### src/hdl/assert_macros.svh
// Assertion helpers shared by the receiver modules.
`ifndef ASSERT_MACROS_SVH
`define ASSERT_MACROS_SVH

// Property must hold at every clock edge outside reset.
`define FPR_ASSERT(label, clk, rst_n, prop, msg) \
    label: assert property (@(posedge clk) disable iff (!rst_n) prop) else $error(msg);

// Condition must never be seen at a clock edge outside reset.
`define FPR_NEVER(label, clk, rst_n, cond, msg) \
    label: assert property (@(posedge clk) disable iff (!rst_n) !(cond)) else $error(msg);

`endif

### src/hdl/fpr_pkg.sv
package fpr_pkg;

    localparam int CMDQ_DEPTH_DEF = 4;

    localparam int CFG_IDX_W  = 8;
    localparam int CFG_DATA_W = 24;

    localparam logic [CFG_IDX_W-1:0] CFG_OWN_ADDRESS = 8'd0;
    localparam logic [CFG_IDX_W-1:0] CFG_PROMISCUOUS = 8'd1;
    localparam logic [CFG_IDX_W-1:0] CFG_NO_ACK_MASK = 8'd2;
    localparam logic [CFG_IDX_W-1:0] CFG_CRC_SEED    = 8'd3;

    localparam logic [7:0]  START_BYTE = 8'h02;
    localparam logic [7:0]  END_BYTE   = 8'h03;
    localparam logic [7:0]  ACK_CODE   = 8'h06;
    localparam logic [7:0]  NAK_CODE   = 8'h15;
    localparam logic [23:0] BCAST_ADDR = 24'hFFFFFF;
    localparam logic [15:0] CRC_POLY   = 16'h1021;

    localparam logic [1:0] KIND_PAYLOAD = 2'd0;
    localparam logic [1:0] KIND_REPLY   = 2'd1;
    localparam logic [1:0] KIND_VERDICT = 2'd2;

    localparam logic [1:0] VERD_DELIVERED  = 2'd0;
    localparam logic [1:0] VERD_SUPPRESSED = 2'd1;
    localparam logic [1:0] VERD_BAD_END    = 2'd2;
    localparam logic [1:0] VERD_BAD_CRC    = 2'd3;

    localparam int SUB_W = 3;
    localparam logic [SUB_W-1:0] SUB_CODE    = 3'd0;
    localparam logic [SUB_W-1:0] SUB_SEQ     = 3'd1;
    localparam logic [SUB_W-1:0] SUB_NSEQ    = 3'd2;
    localparam logic [SUB_W-1:0] SUB_TYPE    = 3'd3;
    localparam logic [SUB_W-1:0] SUB_VERDICT = 3'd4;

    typedef struct packed {
        logic [23:0] own_address;
        logic        promiscuous_mode;
        logic [7:0]  no_ack_mask;
        logic [15:0] crc_seed;
    } t_cfg;

    typedef struct packed {
        logic        is_end;
        logic [7:0]  data;
        logic [7:0]  index;
        logic        reply;
        logic [1:0]  verdict;
        logic [7:0]  seq;
        logic [7:0]  ftype;
        logic [23:0] dest;
        logic [7:0]  length;
    } t_cmd;

    typedef struct packed {
        logic [1:0]  kind;
        logic [7:0]  data;
        logic [7:0]  index;
        logic        last;
        logic [1:0]  verdict;
        logic [7:0]  seq;
        logic [7:0]  ftype;
        logic [23:0] dest;
        logic [7:0]  length;
    } t_result;

    function automatic logic [15:0] crc_byte(input logic [15:0] crc, input logic [7:0] b);
        logic [15:0] c;
        c = crc ^ {b, 8'h00};
        for (int i = 0; i < 8; i++) begin
            c = c[15] ? ((c << 1) ^ CRC_POLY) : (c << 1);
        end
        return c;
    endfunction

endpackage

### src/hdl/framed_packet_receiver.sv
// Framed packet receiver: hunts for start byte 0x02 in a received byte stream,
// parses the header, passes payload bytes on with their index, checks the
// CRC-16 and end byte, and reports ACK/NAK reply bytes and a frame verdict.
// Input channel: drive i_rx_byte with push high; a byte is taken at a clock
// edge where push is high and full is low; one byte per cycle until full rises.
// Result channel: while empty is low the oldest result sits on the o_ ports;
// pop high at a clock edge takes it. The first result of a byte enters the
// request queue at the edge that takes the byte and reaches the ports when the
// result register loads it. A payload byte gives one result, an end byte one or
// five (four reply bytes, then verdict), delivered one per cycle while popped.
// A four-entry request queue sits between parser and result stage; full rises
// when it fills, so a receiver that stops popping stalls input after at most
// four pending requests plus the result register.
// Config channel: i_cfg_valid with i_cfg_index/i_cfg_data, taken when
// o_cfg_ready is high (always). Write only while no frame is in progress.
// Reset (synchronous, active low) returns to start-byte hunt, empties the queue
// and clears state and config registers, last good sequence and CRC seed to 0.
module framed_packet_receiver #(
    parameter int CMDQ_DEPTH = fpr_pkg::CMDQ_DEPTH_DEF
) (
    input  logic                           i_clk,
    input  logic                           i_rst_n,
    input  logic                           push,
    output logic                           full,
    input  logic [7:0]                     i_rx_byte,
    output logic                           empty,
    input  logic                           pop,
    output logic [1:0]                     o_out_kind,
    output logic [7:0]                     o_out_byte,
    output logic [7:0]                     o_byte_index,
    output logic                           o_last,
    output logic [1:0]                     o_verdict,
    output logic [7:0]                     o_seq_out,
    output logic [7:0]                     o_frame_type,
    output logic [23:0]                    o_dest_address,
    output logic [7:0]                     o_payload_length,
    input  logic                           i_cfg_valid,
    output logic                           o_cfg_ready,
    input  logic [fpr_pkg::CFG_IDX_W-1:0]  i_cfg_index,
    input  logic [fpr_pkg::CFG_DATA_W-1:0] i_cfg_data
);

    fpr_pkg::t_cfg     r_cfg;
    fpr_pkg::t_cmd     w_front_cmd;
    fpr_pkg::t_cmd     w_head_cmd;
    fpr_pkg::t_result  w_result;
    logic              w_accept;
    logic              w_cmd_wr;
    logic              w_cmd_valid;
    logic              w_cmd_rd;

    assign o_cfg_ready = 1'b1;
    assign w_accept    = push && !full;

    always_ff @(posedge i_clk) begin
        if (!i_rst_n) begin
            r_cfg <= '0;
        end else if (i_cfg_valid) begin
            unique case (i_cfg_index)
                fpr_pkg::CFG_OWN_ADDRESS: r_cfg.own_address      <= i_cfg_data[23:0];
                fpr_pkg::CFG_PROMISCUOUS: r_cfg.promiscuous_mode <= i_cfg_data[0];
                fpr_pkg::CFG_NO_ACK_MASK: r_cfg.no_ack_mask      <= i_cfg_data[7:0];
                fpr_pkg::CFG_CRC_SEED:    r_cfg.crc_seed         <= i_cfg_data[15:0];
                default:                  r_cfg                  <= r_cfg;
            endcase
        end
    end

    fpr_front u_front (
        .i_clk     (i_clk),
        .i_rst_n   (i_rst_n),
        .i_cfg     (r_cfg),
        .i_accept  (w_accept),
        .i_rx_byte (i_rx_byte),
        .o_cmd_wr  (w_cmd_wr),
        .o_cmd     (w_front_cmd)
    );

    fpr_cmdq #(
        .DEPTH (CMDQ_DEPTH)
    ) u_cmdq (
        .i_clk   (i_clk),
        .i_rst_n (i_rst_n),
        .i_wr    (w_cmd_wr),
        .i_wdata (w_front_cmd),
        .o_full  (full),
        .o_valid (w_cmd_valid),
        .i_rd    (w_cmd_rd),
        .o_rdata (w_head_cmd)
    );

    fpr_back u_back (
        .i_clk       (i_clk),
        .i_rst_n     (i_rst_n),
        .i_cmd_valid (w_cmd_valid),
        .i_cmd       (w_head_cmd),
        .o_cmd_rd    (w_cmd_rd),
        .i_pop       (pop),
        .o_empty     (empty),
        .o_result    (w_result)
    );

    assign o_out_kind       = w_result.kind;
    assign o_out_byte       = w_result.data;
    assign o_byte_index     = w_result.index;
    assign o_last           = w_result.last;
    assign o_verdict        = w_result.verdict;
    assign o_seq_out        = w_result.seq;
    assign o_frame_type     = w_result.ftype;
    assign o_dest_address   = w_result.dest;
    assign o_payload_length = w_result.length;

endmodule

### src/hdl/fpr_front.sv
`include "assert_macros.svh"

module fpr_front (
    input  logic           i_clk,
    input  logic           i_rst_n,
    input  fpr_pkg::t_cfg  i_cfg,
    input  logic           i_accept,
    input  logic [7:0]     i_rx_byte,
    output logic           o_cmd_wr,
    output fpr_pkg::t_cmd  o_cmd
);

    typedef enum logic [11:0] {
        PH_HUNT = 12'b0000_0000_0001,
        PH_SEQ  = 12'b0000_0000_0010,
        PH_TYPE = 12'b0000_0000_0100,
        PH_D1   = 12'b0000_0000_1000,
        PH_D2   = 12'b0000_0001_0000,
        PH_D3   = 12'b0000_0010_0000,
        PH_LEN  = 12'b0000_0100_0000,
        PH_NLEN = 12'b0000_1000_0000,
        PH_PAY  = 12'b0001_0000_0000,
        PH_CRC1 = 12'b0010_0000_0000,
        PH_CRC2 = 12'b0100_0000_0000,
        PH_END  = 12'b1000_0000_0000
    } t_phase;

    t_phase      r_phase, n_phase;
    logic [7:0]  r_seq, n_seq;
    logic [7:0]  r_type, n_type;
    logic [23:0] r_dest, n_dest;
    logic [7:0]  r_len, n_len;
    logic [7:0]  r_cnt, n_cnt;
    logic [15:0] r_crc, n_crc;
    logic [15:0] r_rxcrc, n_rxcrc;
    logic [7:0]  r_last_good, n_last_good;

    logic [7:0]  w_cnt_inc;
    logic [15:0] w_crc_upd;
    logic        w_ours;
    logic        w_reply;
    logic        w_dup;
    logic        w_addr_ok;

    assign w_cnt_inc = r_cnt + 8'd1;
    assign w_crc_upd = fpr_pkg::crc_byte(r_crc, i_rx_byte);
    assign w_ours    = (r_dest == i_cfg.own_address);
    assign w_reply   = w_ours && ((r_type & i_cfg.no_ack_mask) == 8'd0);
    assign w_dup     = (r_last_good == r_seq) && w_ours;
    assign w_addr_ok = (r_dest == fpr_pkg::BCAST_ADDR) || w_ours;

    always_comb begin
        n_phase     = r_phase;
        n_seq       = r_seq;
        n_type      = r_type;
        n_dest      = r_dest;
        n_len       = r_len;
        n_cnt       = r_cnt;
        n_crc       = r_crc;
        n_rxcrc     = r_rxcrc;
        n_last_good = r_last_good;
        o_cmd_wr    = 1'b0;
        o_cmd       = '0;
        if (i_accept) begin
            unique case (r_phase)
                PH_HUNT: begin
                    if (i_rx_byte == fpr_pkg::START_BYTE) begin
                        n_crc   = fpr_pkg::crc_byte(i_cfg.crc_seed, i_rx_byte);
                        n_phase = PH_SEQ;
                    end
                end
                PH_SEQ: begin
                    n_seq   = i_rx_byte;
                    n_crc   = w_crc_upd;
                    n_phase = PH_TYPE;
                end
                PH_TYPE: begin
                    n_type  = i_rx_byte;
                    n_crc   = w_crc_upd;
                    n_phase = PH_D1;
                end
                PH_D1: begin
                    n_dest  = {i_rx_byte, 16'h0000};
                    n_crc   = w_crc_upd;
                    n_phase = PH_D2;
                end
                PH_D2: begin
                    n_dest  = {r_dest[23:16], i_rx_byte, 8'h00};
                    n_crc   = w_crc_upd;
                    n_phase = PH_D3;
                end
                PH_D3: begin
                    n_dest  = {r_dest[23:8], i_rx_byte};
                    n_crc   = w_crc_upd;
                    n_phase = PH_LEN;
                end
                PH_LEN: begin
                    n_len   = i_rx_byte;
                    n_crc   = w_crc_upd;
                    n_phase = PH_NLEN;
                end
                PH_NLEN: begin
                    if (~i_rx_byte != r_len) begin
                        n_phase = PH_HUNT;
                    end else begin
                        n_crc   = w_crc_upd;
                        n_cnt   = 8'd0;
                        n_phase = (r_len != 8'd0) ? PH_PAY : PH_CRC1;
                    end
                end
                PH_PAY: begin
                    n_crc       = w_crc_upd;
                    o_cmd_wr    = 1'b1;
                    o_cmd.data  = i_rx_byte;
                    o_cmd.index = r_cnt;
                    n_cnt       = w_cnt_inc;
                    if (w_cnt_inc == r_len) begin
                        n_phase = PH_CRC1;
                    end
                end
                PH_CRC1: begin
                    n_rxcrc = {i_rx_byte, 8'h00};
                    n_phase = PH_CRC2;
                end
                PH_CRC2: begin
                    n_rxcrc = {r_rxcrc[15:8], i_rx_byte};
                    n_phase = PH_END;
                end
                PH_END: begin
                    o_cmd_wr     = 1'b1;
                    o_cmd.is_end = 1'b1;
                    o_cmd.reply  = w_reply;
                    o_cmd.seq    = r_seq;
                    o_cmd.ftype  = r_type;
                    o_cmd.dest   = r_dest;
                    o_cmd.length = r_len;
                    priority if (i_rx_byte != fpr_pkg::END_BYTE) begin
                        o_cmd.verdict = fpr_pkg::VERD_BAD_END;
                        o_cmd.data    = fpr_pkg::NAK_CODE;
                    end else if (r_crc != r_rxcrc) begin
                        o_cmd.verdict = fpr_pkg::VERD_BAD_CRC;
                        o_cmd.data    = fpr_pkg::NAK_CODE;
                    end else begin
                        o_cmd.data    = fpr_pkg::ACK_CODE;
                        o_cmd.verdict = (i_cfg.promiscuous_mode || (!w_dup && w_addr_ok))
                                        ? fpr_pkg::VERD_DELIVERED
                                        : fpr_pkg::VERD_SUPPRESSED;
                        n_last_good   = r_seq;
                    end
                    n_phase = PH_HUNT;
                end
                default: begin
                    n_phase = PH_HUNT;
                end
            endcase
        end
    end

    always_ff @(posedge i_clk) begin
        if (!i_rst_n) begin
            r_phase     <= PH_HUNT;
            r_seq       <= 8'd0;
            r_type      <= 8'd0;
            r_dest      <= 24'd0;
            r_len       <= 8'd0;
            r_cnt       <= 8'd0;
            r_crc       <= 16'd0;
            r_rxcrc     <= 16'd0;
            r_last_good <= 8'd0;
        end else begin
            r_phase     <= n_phase;
            r_seq       <= n_seq;
            r_type      <= n_type;
            r_dest      <= n_dest;
            r_len       <= n_len;
            r_cnt       <= n_cnt;
            r_crc       <= n_crc;
            r_rxcrc     <= n_rxcrc;
            r_last_good <= n_last_good;
        end
    end

    `FPR_ASSERT(a_pay_index_in_range, i_clk, i_rst_n,
        (o_cmd_wr && !o_cmd.is_end) |-> (o_cmd.index < r_len), "payload index past length")
    `FPR_ASSERT(a_good_frame_seq, i_clk, i_rst_n,
        (o_cmd_wr && o_cmd.is_end && o_cmd.data == fpr_pkg::ACK_CODE) |=> (r_last_good == $past(r_seq)),
        "last good sequence not taken")

endmodule

### src/hdl/fpr_cmdq.sv
`include "assert_macros.svh"

module fpr_cmdq #(
    parameter int DEPTH = fpr_pkg::CMDQ_DEPTH_DEF
) (
    input  logic           i_clk,
    input  logic           i_rst_n,
    input  logic           i_wr,
    input  fpr_pkg::t_cmd  i_wdata,
    output logic           o_full,
    output logic           o_valid,
    input  logic           i_rd,
    output fpr_pkg::t_cmd  o_rdata
);

    localparam int PTR_W = $clog2(DEPTH);
    localparam int CNT_W = $clog2(DEPTH + 1);
    localparam logic [PTR_W-1:0] PTR_LAST = PTR_W'(DEPTH - 1);
    localparam logic [CNT_W-1:0] CNT_FULL = CNT_W'(DEPTH);

    fpr_pkg::t_cmd     r_mem [DEPTH];
    logic [PTR_W-1:0]  r_wr_ptr, r_rd_ptr;
    logic [CNT_W-1:0]  r_count;
    logic              w_do_wr, w_do_rd;

    assign o_full  = (r_count == CNT_FULL);
    assign o_valid = (r_count != '0);
    assign o_rdata = r_mem[r_rd_ptr];
    assign w_do_wr = i_wr && !o_full;
    assign w_do_rd = i_rd && o_valid;

    always_ff @(posedge i_clk) begin
        if (w_do_wr) begin
            r_mem[r_wr_ptr] <= i_wdata;
        end
    end

    always_ff @(posedge i_clk) begin
        if (!i_rst_n) begin
            r_wr_ptr <= '0;
            r_rd_ptr <= '0;
            r_count  <= '0;
        end else begin
            if (w_do_wr) begin
                r_wr_ptr <= (r_wr_ptr == PTR_LAST) ? '0 : r_wr_ptr + 1'b1;
            end
            if (w_do_rd) begin
                r_rd_ptr <= (r_rd_ptr == PTR_LAST) ? '0 : r_rd_ptr + 1'b1;
            end
            if (w_do_wr && !w_do_rd) begin
                r_count <= r_count + 1'b1;
            end else if (w_do_rd && !w_do_wr) begin
                r_count <= r_count - 1'b1;
            end
        end
    end

    `FPR_NEVER(a_count_bound, i_clk, i_rst_n, r_count > CNT_FULL, "queue count overflow")
    `FPR_NEVER(a_write_when_full, i_clk, i_rst_n, i_wr && o_full, "request written to full queue")

endmodule

### src/hdl/fpr_back.sv
`include "assert_macros.svh"

module fpr_back (
    input  logic              i_clk,
    input  logic              i_rst_n,
    input  logic              i_cmd_valid,
    input  fpr_pkg::t_cmd     i_cmd,
    output logic              o_cmd_rd,
    input  logic              i_pop,
    output logic              o_empty,
    output fpr_pkg::t_result  o_result
);

    logic                       r_valid;
    logic [fpr_pkg::SUB_W-1:0]  r_sub;
    fpr_pkg::t_result           r_item;
    fpr_pkg::t_result           w_item;
    logic                       w_load;
    logic                       w_final;

    assign w_load   = i_cmd_valid && (!r_valid || i_pop);
    assign o_cmd_rd = w_load && w_final;
    assign o_empty  = !r_valid;
    assign o_result = r_item;

    always_comb begin
        w_item  = '0;
        w_final = 1'b1;
        priority if (!i_cmd.is_end) begin
            w_item.kind  = fpr_pkg::KIND_PAYLOAD;
            w_item.data  = i_cmd.data;
            w_item.index = i_cmd.index;
            w_item.last  = 1'b1;
        end else if (i_cmd.reply && r_sub != fpr_pkg::SUB_VERDICT) begin
            w_item.kind = fpr_pkg::KIND_REPLY;
            w_final     = 1'b0;
            unique case (r_sub)
                fpr_pkg::SUB_CODE: w_item.data = i_cmd.data;
                fpr_pkg::SUB_SEQ:  w_item.data = i_cmd.seq;
                fpr_pkg::SUB_NSEQ: w_item.data = ~i_cmd.seq;
                fpr_pkg::SUB_TYPE: w_item.data = i_cmd.ftype;
                default:           w_item.data = i_cmd.data;
            endcase
        end else begin
            w_item.kind    = fpr_pkg::KIND_VERDICT;
            w_item.last    = 1'b1;
            w_item.verdict = i_cmd.verdict;
            w_item.seq     = i_cmd.seq;
            w_item.ftype   = i_cmd.ftype;
            w_item.dest    = i_cmd.dest;
            w_item.length  = i_cmd.length;
        end
    end

    always_ff @(posedge i_clk) begin
        if (w_load) begin
            r_item <= w_item;
        end
    end

    always_ff @(posedge i_clk) begin
        if (!i_rst_n) begin
            r_valid <= 1'b0;
            r_sub   <= fpr_pkg::SUB_CODE;
        end else begin
            if (w_load) begin
                r_valid <= 1'b1;
                r_sub   <= w_final ? fpr_pkg::SUB_CODE : r_sub + 1'b1;
            end else if (i_pop) begin
                r_valid <= 1'b0;
            end
        end
    end

    `FPR_NEVER(a_sub_bound, i_clk, i_rst_n, r_sub > fpr_pkg::SUB_VERDICT, "reply step out of range")
    `FPR_ASSERT(a_verdict_last, i_clk, i_rst_n,
        (r_valid && r_item.kind == fpr_pkg::KIND_VERDICT) |-> r_item.last,
        "verdict not marked last")

endmodule

### config.mk
export PLATFORM = sky130hd
export DESIGN_NAME = framed_packet_receiver
export DESIGN_NICKNAME = d
export VERILOG_FILES = /design/src/hdl/fpr_pkg.sv /design/src/hdl/framed_packet_receiver.sv /design/src/hdl/fpr_front.sv /design/src/hdl/fpr_cmdq.sv /design/src/hdl/fpr_back.sv
export VERILOG_INCLUDE_DIRS = /design/src /design/src/hdl
export SDC_FILE = /design/constraint.sdc
export NUM_CORES = 1
export LEC_CHECK = 0
export BUFFER_PORTS_ARGS = -buffer_cell sky130_fd_sc_hd__buf_2
export CORE_UTILIZATION = 33
export CTS_CLUSTER_SIZE = 25
export DETAILED_ROUTE_END_ITERATION = 16
export GPL_ROUTABILITY_DRIVEN = 0
export SLEW_MARGIN = 40
export SYNTH_ARGS = -nofsm -noshare
export SYNTH_HDL_FRONTEND = slang
export SYNTH_HIERARCHICAL = 1
export SYNTH_SLANG_ARGS = --single-unit
### constraint.sdc
create_clock -name i_clk -period 4.84 [get_ports i_clk]
set_input_delay 0.726 -clock i_clk [delete_from_list [all_inputs] [get_ports i_clk]]
set_output_delay 0.726 -clock i_clk [all_outputs]
set_load 0.03 [all_outputs]
==> report_table.html <==
<table>
<tr><th>Metric</th><th>Value</th></tr>
<tr><th colspan="2">Outcome</th></tr>
<tr><td>Status</td><td>completed</td></tr>
<tr><th colspan="2">Placement</th></tr>
<tr><td>Post-DP HPWL</td><td>roughly 35 mm</td></tr>
<tr><td>I/O Buffers</td><td>115</td></tr>
<tr><td>Place WS</td><td>approximately 900 ps</td></tr>
<tr><th colspan="2">Floorplan</th></tr>
<tr><td>Die W</td><td>approximately 260 um</td></tr>
<tr><td>Number of top-level pins</td><td>between 100 and 150</td></tr>
<tr><td>Core Footprint</td><td>roughly 66,000 um^2</td></tr>
<tr><td>Initial Util</td><td>33.44%</td></tr>
<tr><td>Placement Rows</td><td>94</td></tr>
<tr><td>Area enclosed by the die boundary</td><td>67,780 um^2</td></tr>
<tr><td>Die Height</td><td>around 260 um</td></tr>
<tr><th colspan="2">STA</th></tr>
<tr><td>Post-route worst setup slack</td><td>approximately 870 ps</td></tr>
<tr><td>Post-layout minimum cycle time</td><td>between 3000 and 4000 ps</td></tr>
<tr><td>Final Hold Vio Count</td><td>0</td></tr>
<tr><td>Unrepaired setup endpoints after global routing</td><td>false</td></tr>
<tr><td>Pins Over Slew Limit</td><td>0</td></tr>
<tr><td>FMAX</td><td>between 200 and 300 MHz</td></tr>
<tr><td>Setup violators final</td><td>0</td></tr>
<tr><td>Setup TNS</td><td>0 ps</td></tr>
<tr><td>Fraction of the cycle the final worst path needs</td><td>between 80% and 90%</td></tr>
<tr><td>Max-slew headroom</td><td>approximately 44%</td></tr>
<tr><td>Least-Margin Pin Slew</td><td>between 800 and 900 ps</td></tr>
<tr><td>Worst clock skew</td><td>22.99 ps</td></tr>
<tr><th colspan="2">Clocking</th></tr>
<tr><td>Worst skew pair latency</td><td>approximately 600 ps</td></tr>
<tr><td>Clk sink count</td><td>~500</td></tr>
<tr><td>CTS tree</td><td>done</td></tr>
<tr><td>Root Buffer</td><td>clkbuf_16</td></tr>
<tr><td>Cts-stage hold buffer count</td><td>0</td></tr>
<tr><td>Buffer depth of the longest clock path</td><td>3</td></tr>
<tr><td>Total CTS buffers</td><td>52</td></tr>
<tr><td>Gates resized, CTS repair</td><td>0</td></tr>
<tr><td>Total number of H-tree levels</td><td>2</td></tr>
<tr><td>Postcts setup bufs</td><td>0</td></tr>
<tr><td>Clock edge transition at the registers on the reported setup and hold paths</td><td>around 60 ps</td></tr>
<tr><th colspan="2">Critical path</th></tr>
<tr><td>Cell family contributing the most delay on the critical path</td><td>simple AND/OR/NAND/NOR gates</td></tr>
<tr><td>Buf/Inv on CP</td><td>1</td></tr>
<tr><td>Cells along the critical path</td><td>nor4_2, and4_2, and2_1, nand2b_1, nor2b_1, ha_1, inv_1, fa_1, xor2_1, or3_1, a21boi_0</td></tr>
<tr><td>Crit-path max cell delay</td><td>640 ps</td></tr>
<tr><td>Sort of element at the end of the critical path</td><td>flip-flop</td></tr>
<tr><td>Startpoint Class</td><td>flip-flop</td></tr>
<tr><td>Start-to-end type of the worst setup path</td><td>reg -&gt; reg</td></tr>
<tr><td>Critical Path RT</td><td>~5400 ps</td></tr>
<tr><td>Slowest stage cell, crit path</td><td>nor4_2</td></tr>
<tr><td>CP Data Arrival Time</td><td>4490 ps</td></tr>
<tr><td>Origin of the worst setup path</td><td>u_front/r_phase[4]</td></tr>
<tr><td>Reg2Reg Launch Point</td><td>u_front/r_phase[4]</td></tr>
<tr><td>Crit-path max FO</td><td>19</td></tr>
<tr><th colspan="2">Cells and area</th></tr>
<tr><td>Area taken by multi-input logic gates</td><td>between 7000 and 8000 um^2</td></tr>
<tr><td>Area growth syn-to-layout</td><td>14.28%</td></tr>
<tr><td>Share of layout cells above drive strength 1</td><td>19.09%</td></tr>
<tr><td>Area of all sequential standard cells</td><td>13,650 um^2</td></tr>
<tr><td>Commonest non-fill, non-tap cell in the layout</td><td>edfxtp_1</td></tr>
<tr><td>Number of filler instances in the final layout</td><td>~6.2k</td></tr>
<tr><td>Number of nets in the finished design</td><td>~1.8k</td></tr>
<tr><td>Most frequent cells in the layout</td><td>edfxtp_1 (341), dfxtp_1 (168), nand2_1 (145)</td></tr>
<tr><th colspan="2">Power</th></tr>
<tr><td>Static Leak</td><td>about 9.2 nW</td></tr>
<tr><td>Maximum ir drop on the vdd rail</td><td>roughly 0.27 mV</td></tr>
<tr><td>Power density over the cells</td><td>377.5 nW/um^2</td></tr>
<tr><th colspan="2">Hold path</th></tr>
<tr><td>Beginning of the worst hold path</td><td>i_cfg_data[21]</td></tr>
<tr><td>Class of the tightest hold or removal check</td><td>in -&gt; reg</td></tr>
<tr><th colspan="2">Drt</th></tr>
<tr><td>Number of nets with antenna violations after detailed routing</td><td>0</td></tr>
<tr><td>Post-detailed-route via-to-cell ratio</td><td>between 5 and 6</td></tr>
<tr><td>Vias</td><td>about 13k</td></tr>
<tr><td>DRC violations left</td><td>0</td></tr>
<tr><td>Sum of routed wire length over all layers</td><td>just over 50 mm</td></tr>
<tr><td>DRC violation total after the first TritonRoute iteration</td><td>around 1.0k</td></tr>
<tr><td>DR pass1 iterations</td><td>6</td></tr>
<tr><td>Routed len/inst</td><td>19.92 um</td></tr>
<tr><th colspan="2">Global route</th></tr>
<tr><td>Initial antenna violation count</td><td>7</td></tr>
<tr><td>Wire length of the first global-routing pass</td><td>approximately 79 mm</td></tr>
<tr><td>Number of global-route vias before repair</td><td>between 10k and 15k</td></tr>
<tr><td>Aggregate global routing overflow</td><td>0</td></tr>
<tr><td>Maximum number of pins on one net before global-route repair</td><td>67</td></tr>
<tr><td>Gr usage total</td><td>between 10% and 20%</td></tr>
<tr><th colspan="2">Synth</th></tr>
<tr><td>Synthesized cell area</td><td>between 20,000 and 25,000 um^2</td></tr>
<tr><td>Post-synthesis average cell area</td><td>about 14 um^2</td></tr>
<tr><td>Number of register bits inferred by synthesis</td><td>511</td></tr>
<tr><td>Most used DFF post-synth</td><td>edfxtp_1</td></tr>
<tr><td>Sequential cell area fraction in the yosys report</td><td>61.94%</td></tr>
<tr><td>Gate count of the mapped netlist</td><td>roughly 1.6k</td></tr>
<tr><td>Fraction of synthesized cell area taken by the top area cell type</td><td>a little under half</td></tr>
<tr><td>Share of async-settable or async-resettable flops after synthesis</td><td>0%</td></tr>
<tr><td>Number of unique standard cell types used by synthesis</td><td>between 80 and 90</td></tr>
<tr><td>Synthesized Nets</td><td>1,681</td></tr>
<tr><td>Leading area contributor after synthesis</td><td>edfxtp_1</td></tr>
<tr><td>Warnings from Yosys</td><td>6</td></tr>
<tr><td>Number of synthesized flops with an enable pin</td><td>~340</td></tr>
<tr><td>Top cells by area in the synthesized netlist</td><td>edfxtp_1 (46%), dfxtp_1 (15%), mux4_2 (7.0%)</td></tr>
<tr><th colspan="2">Run</th></tr>
<tr><td>Max-cap check violation count</td><td>0</td></tr>
</table>
## worst paths after layout
check	cells past startpoint	endpoint	slack [ps]
max reg2reg	11	u_cmdq/r_count[2]	870
max	11	u_cmdq/r_count[2]	870
min reg2reg	2	r_cfg[21]	470
min	3	r_cfg[46]	370
## cell usage after synthesis (9+ instances only)
| library cell | instances |
|---|---|
| edfxtp_1 | 341 |
| dfxtp_1 | 170 |
| nand2_1 | 145 |
| mux2i_1 | 115 |
| nor2_1 | 88 |
| and3_1 | 68 |
| mux4_2 | 68 |
| clkbuf_1 | 67 |
| xnor2_1 | 63 |
| and2_1 | 56 |
| xor2_1 | 50 |
| o21ai_0 | 37 |
| a22oi_1 | 32 |
| a21oi_1 | 29 |
| nand3_1 | 22 |
| buf_2 | 20 |
| nand4_1 | 19 |
| nor2b_1 | 16 |
| nor4_1 | 15 |
| inv_1 | 14 |
| nor3_1 | 14 |
| ha_1 | 12 |
| nand2b_1 | 10 |
| or3_1 | 9 |
## flip-flops by register name (all words and copies together) (netlist names), 2 cells and up, named ones only
name and flops:
r_cfg 49, u_back/o_result 69, u_back/r_sub 3, u_cmdq/r_count 3, u_cmdq/r_mem 272, u_cmdq/r_rd_ptr 2
u_cmdq/r_wr_ptr 2, u_front/r_cnt 8, u_front/r_crc 16, u_front/r_dest 24, u_front/r_last_good 8, u_front/r_len 8
u_front/r_phase 12, u_front/r_rxcrc 16, u_front/r_seq 8, u_front/r_type 8
## worst min-delay path: stages
cell and delay [ps]:
buf_2 100, nand2_1 50, mux2i_1 60
## where the power goes
group / internal (mW) / switching (mW)
Combinational: 0.202 / 0.362
Clock: 2.52 / 1.71
Sequential: 4.64 / 0.0743
## through the flow
step                      instance area, um^2  power, mW  util (%)  hold WS (ps)  std cells
final                                   25170      9.503     38.22         374.4       2609
after global routing                    25170      9.819     38.22         358.3       2609
after CTS                               25170      9.604     38.21         340.0       2608
after detailed placement                23350      5.360     35.46         453.5       2511
after global placement                  23300      5.349     35.38         452.6       2510
after floorplan                         22020      5.190         -         429.6       1623
## cells by family after synthesis
| group | count (synthesis) | share of synthesized area, % |
|---|---|---|
| and+or+nand+nor | 514 | 12.58 |
| DFF | 511 | 61.94 |
| muxes | 186 | 12.33 |
| AOI/OAI and AO/OA | 157 | 4.908 |
| buffers and inverters | 128 | 2.954 |
| xor gates and xnor gates | 113 | 4.494 |
| adders and majority gates | 13 | 0.7726 |
| other | 1 | 0.01703 |
## cell type report
class / count / share of cell area (%)
Sequential cell: 511 / 54.22
Multi-Input combinational cell: 984 / 30.82
Clock buffer: 65 / 5.488
Tap cell: 864 / 4.295
Timing Repair Buffer: 136 / 3.186
Clock inverter: 32 / 1.725
Inverter: 16 / 0.2535
Antenna cell: 1 / 0.009942
## per-layer routing
layer	GRT usage, %	vias up	wire length (um)
li1	-	6173	-
met1	20.28	6565	23130
met2	24.86	351	24630
met3	2.982	94	2901
met4	4.662	8	1269
met5	0	-	36
Note: power is estimated with default switching activity, not from simulation.
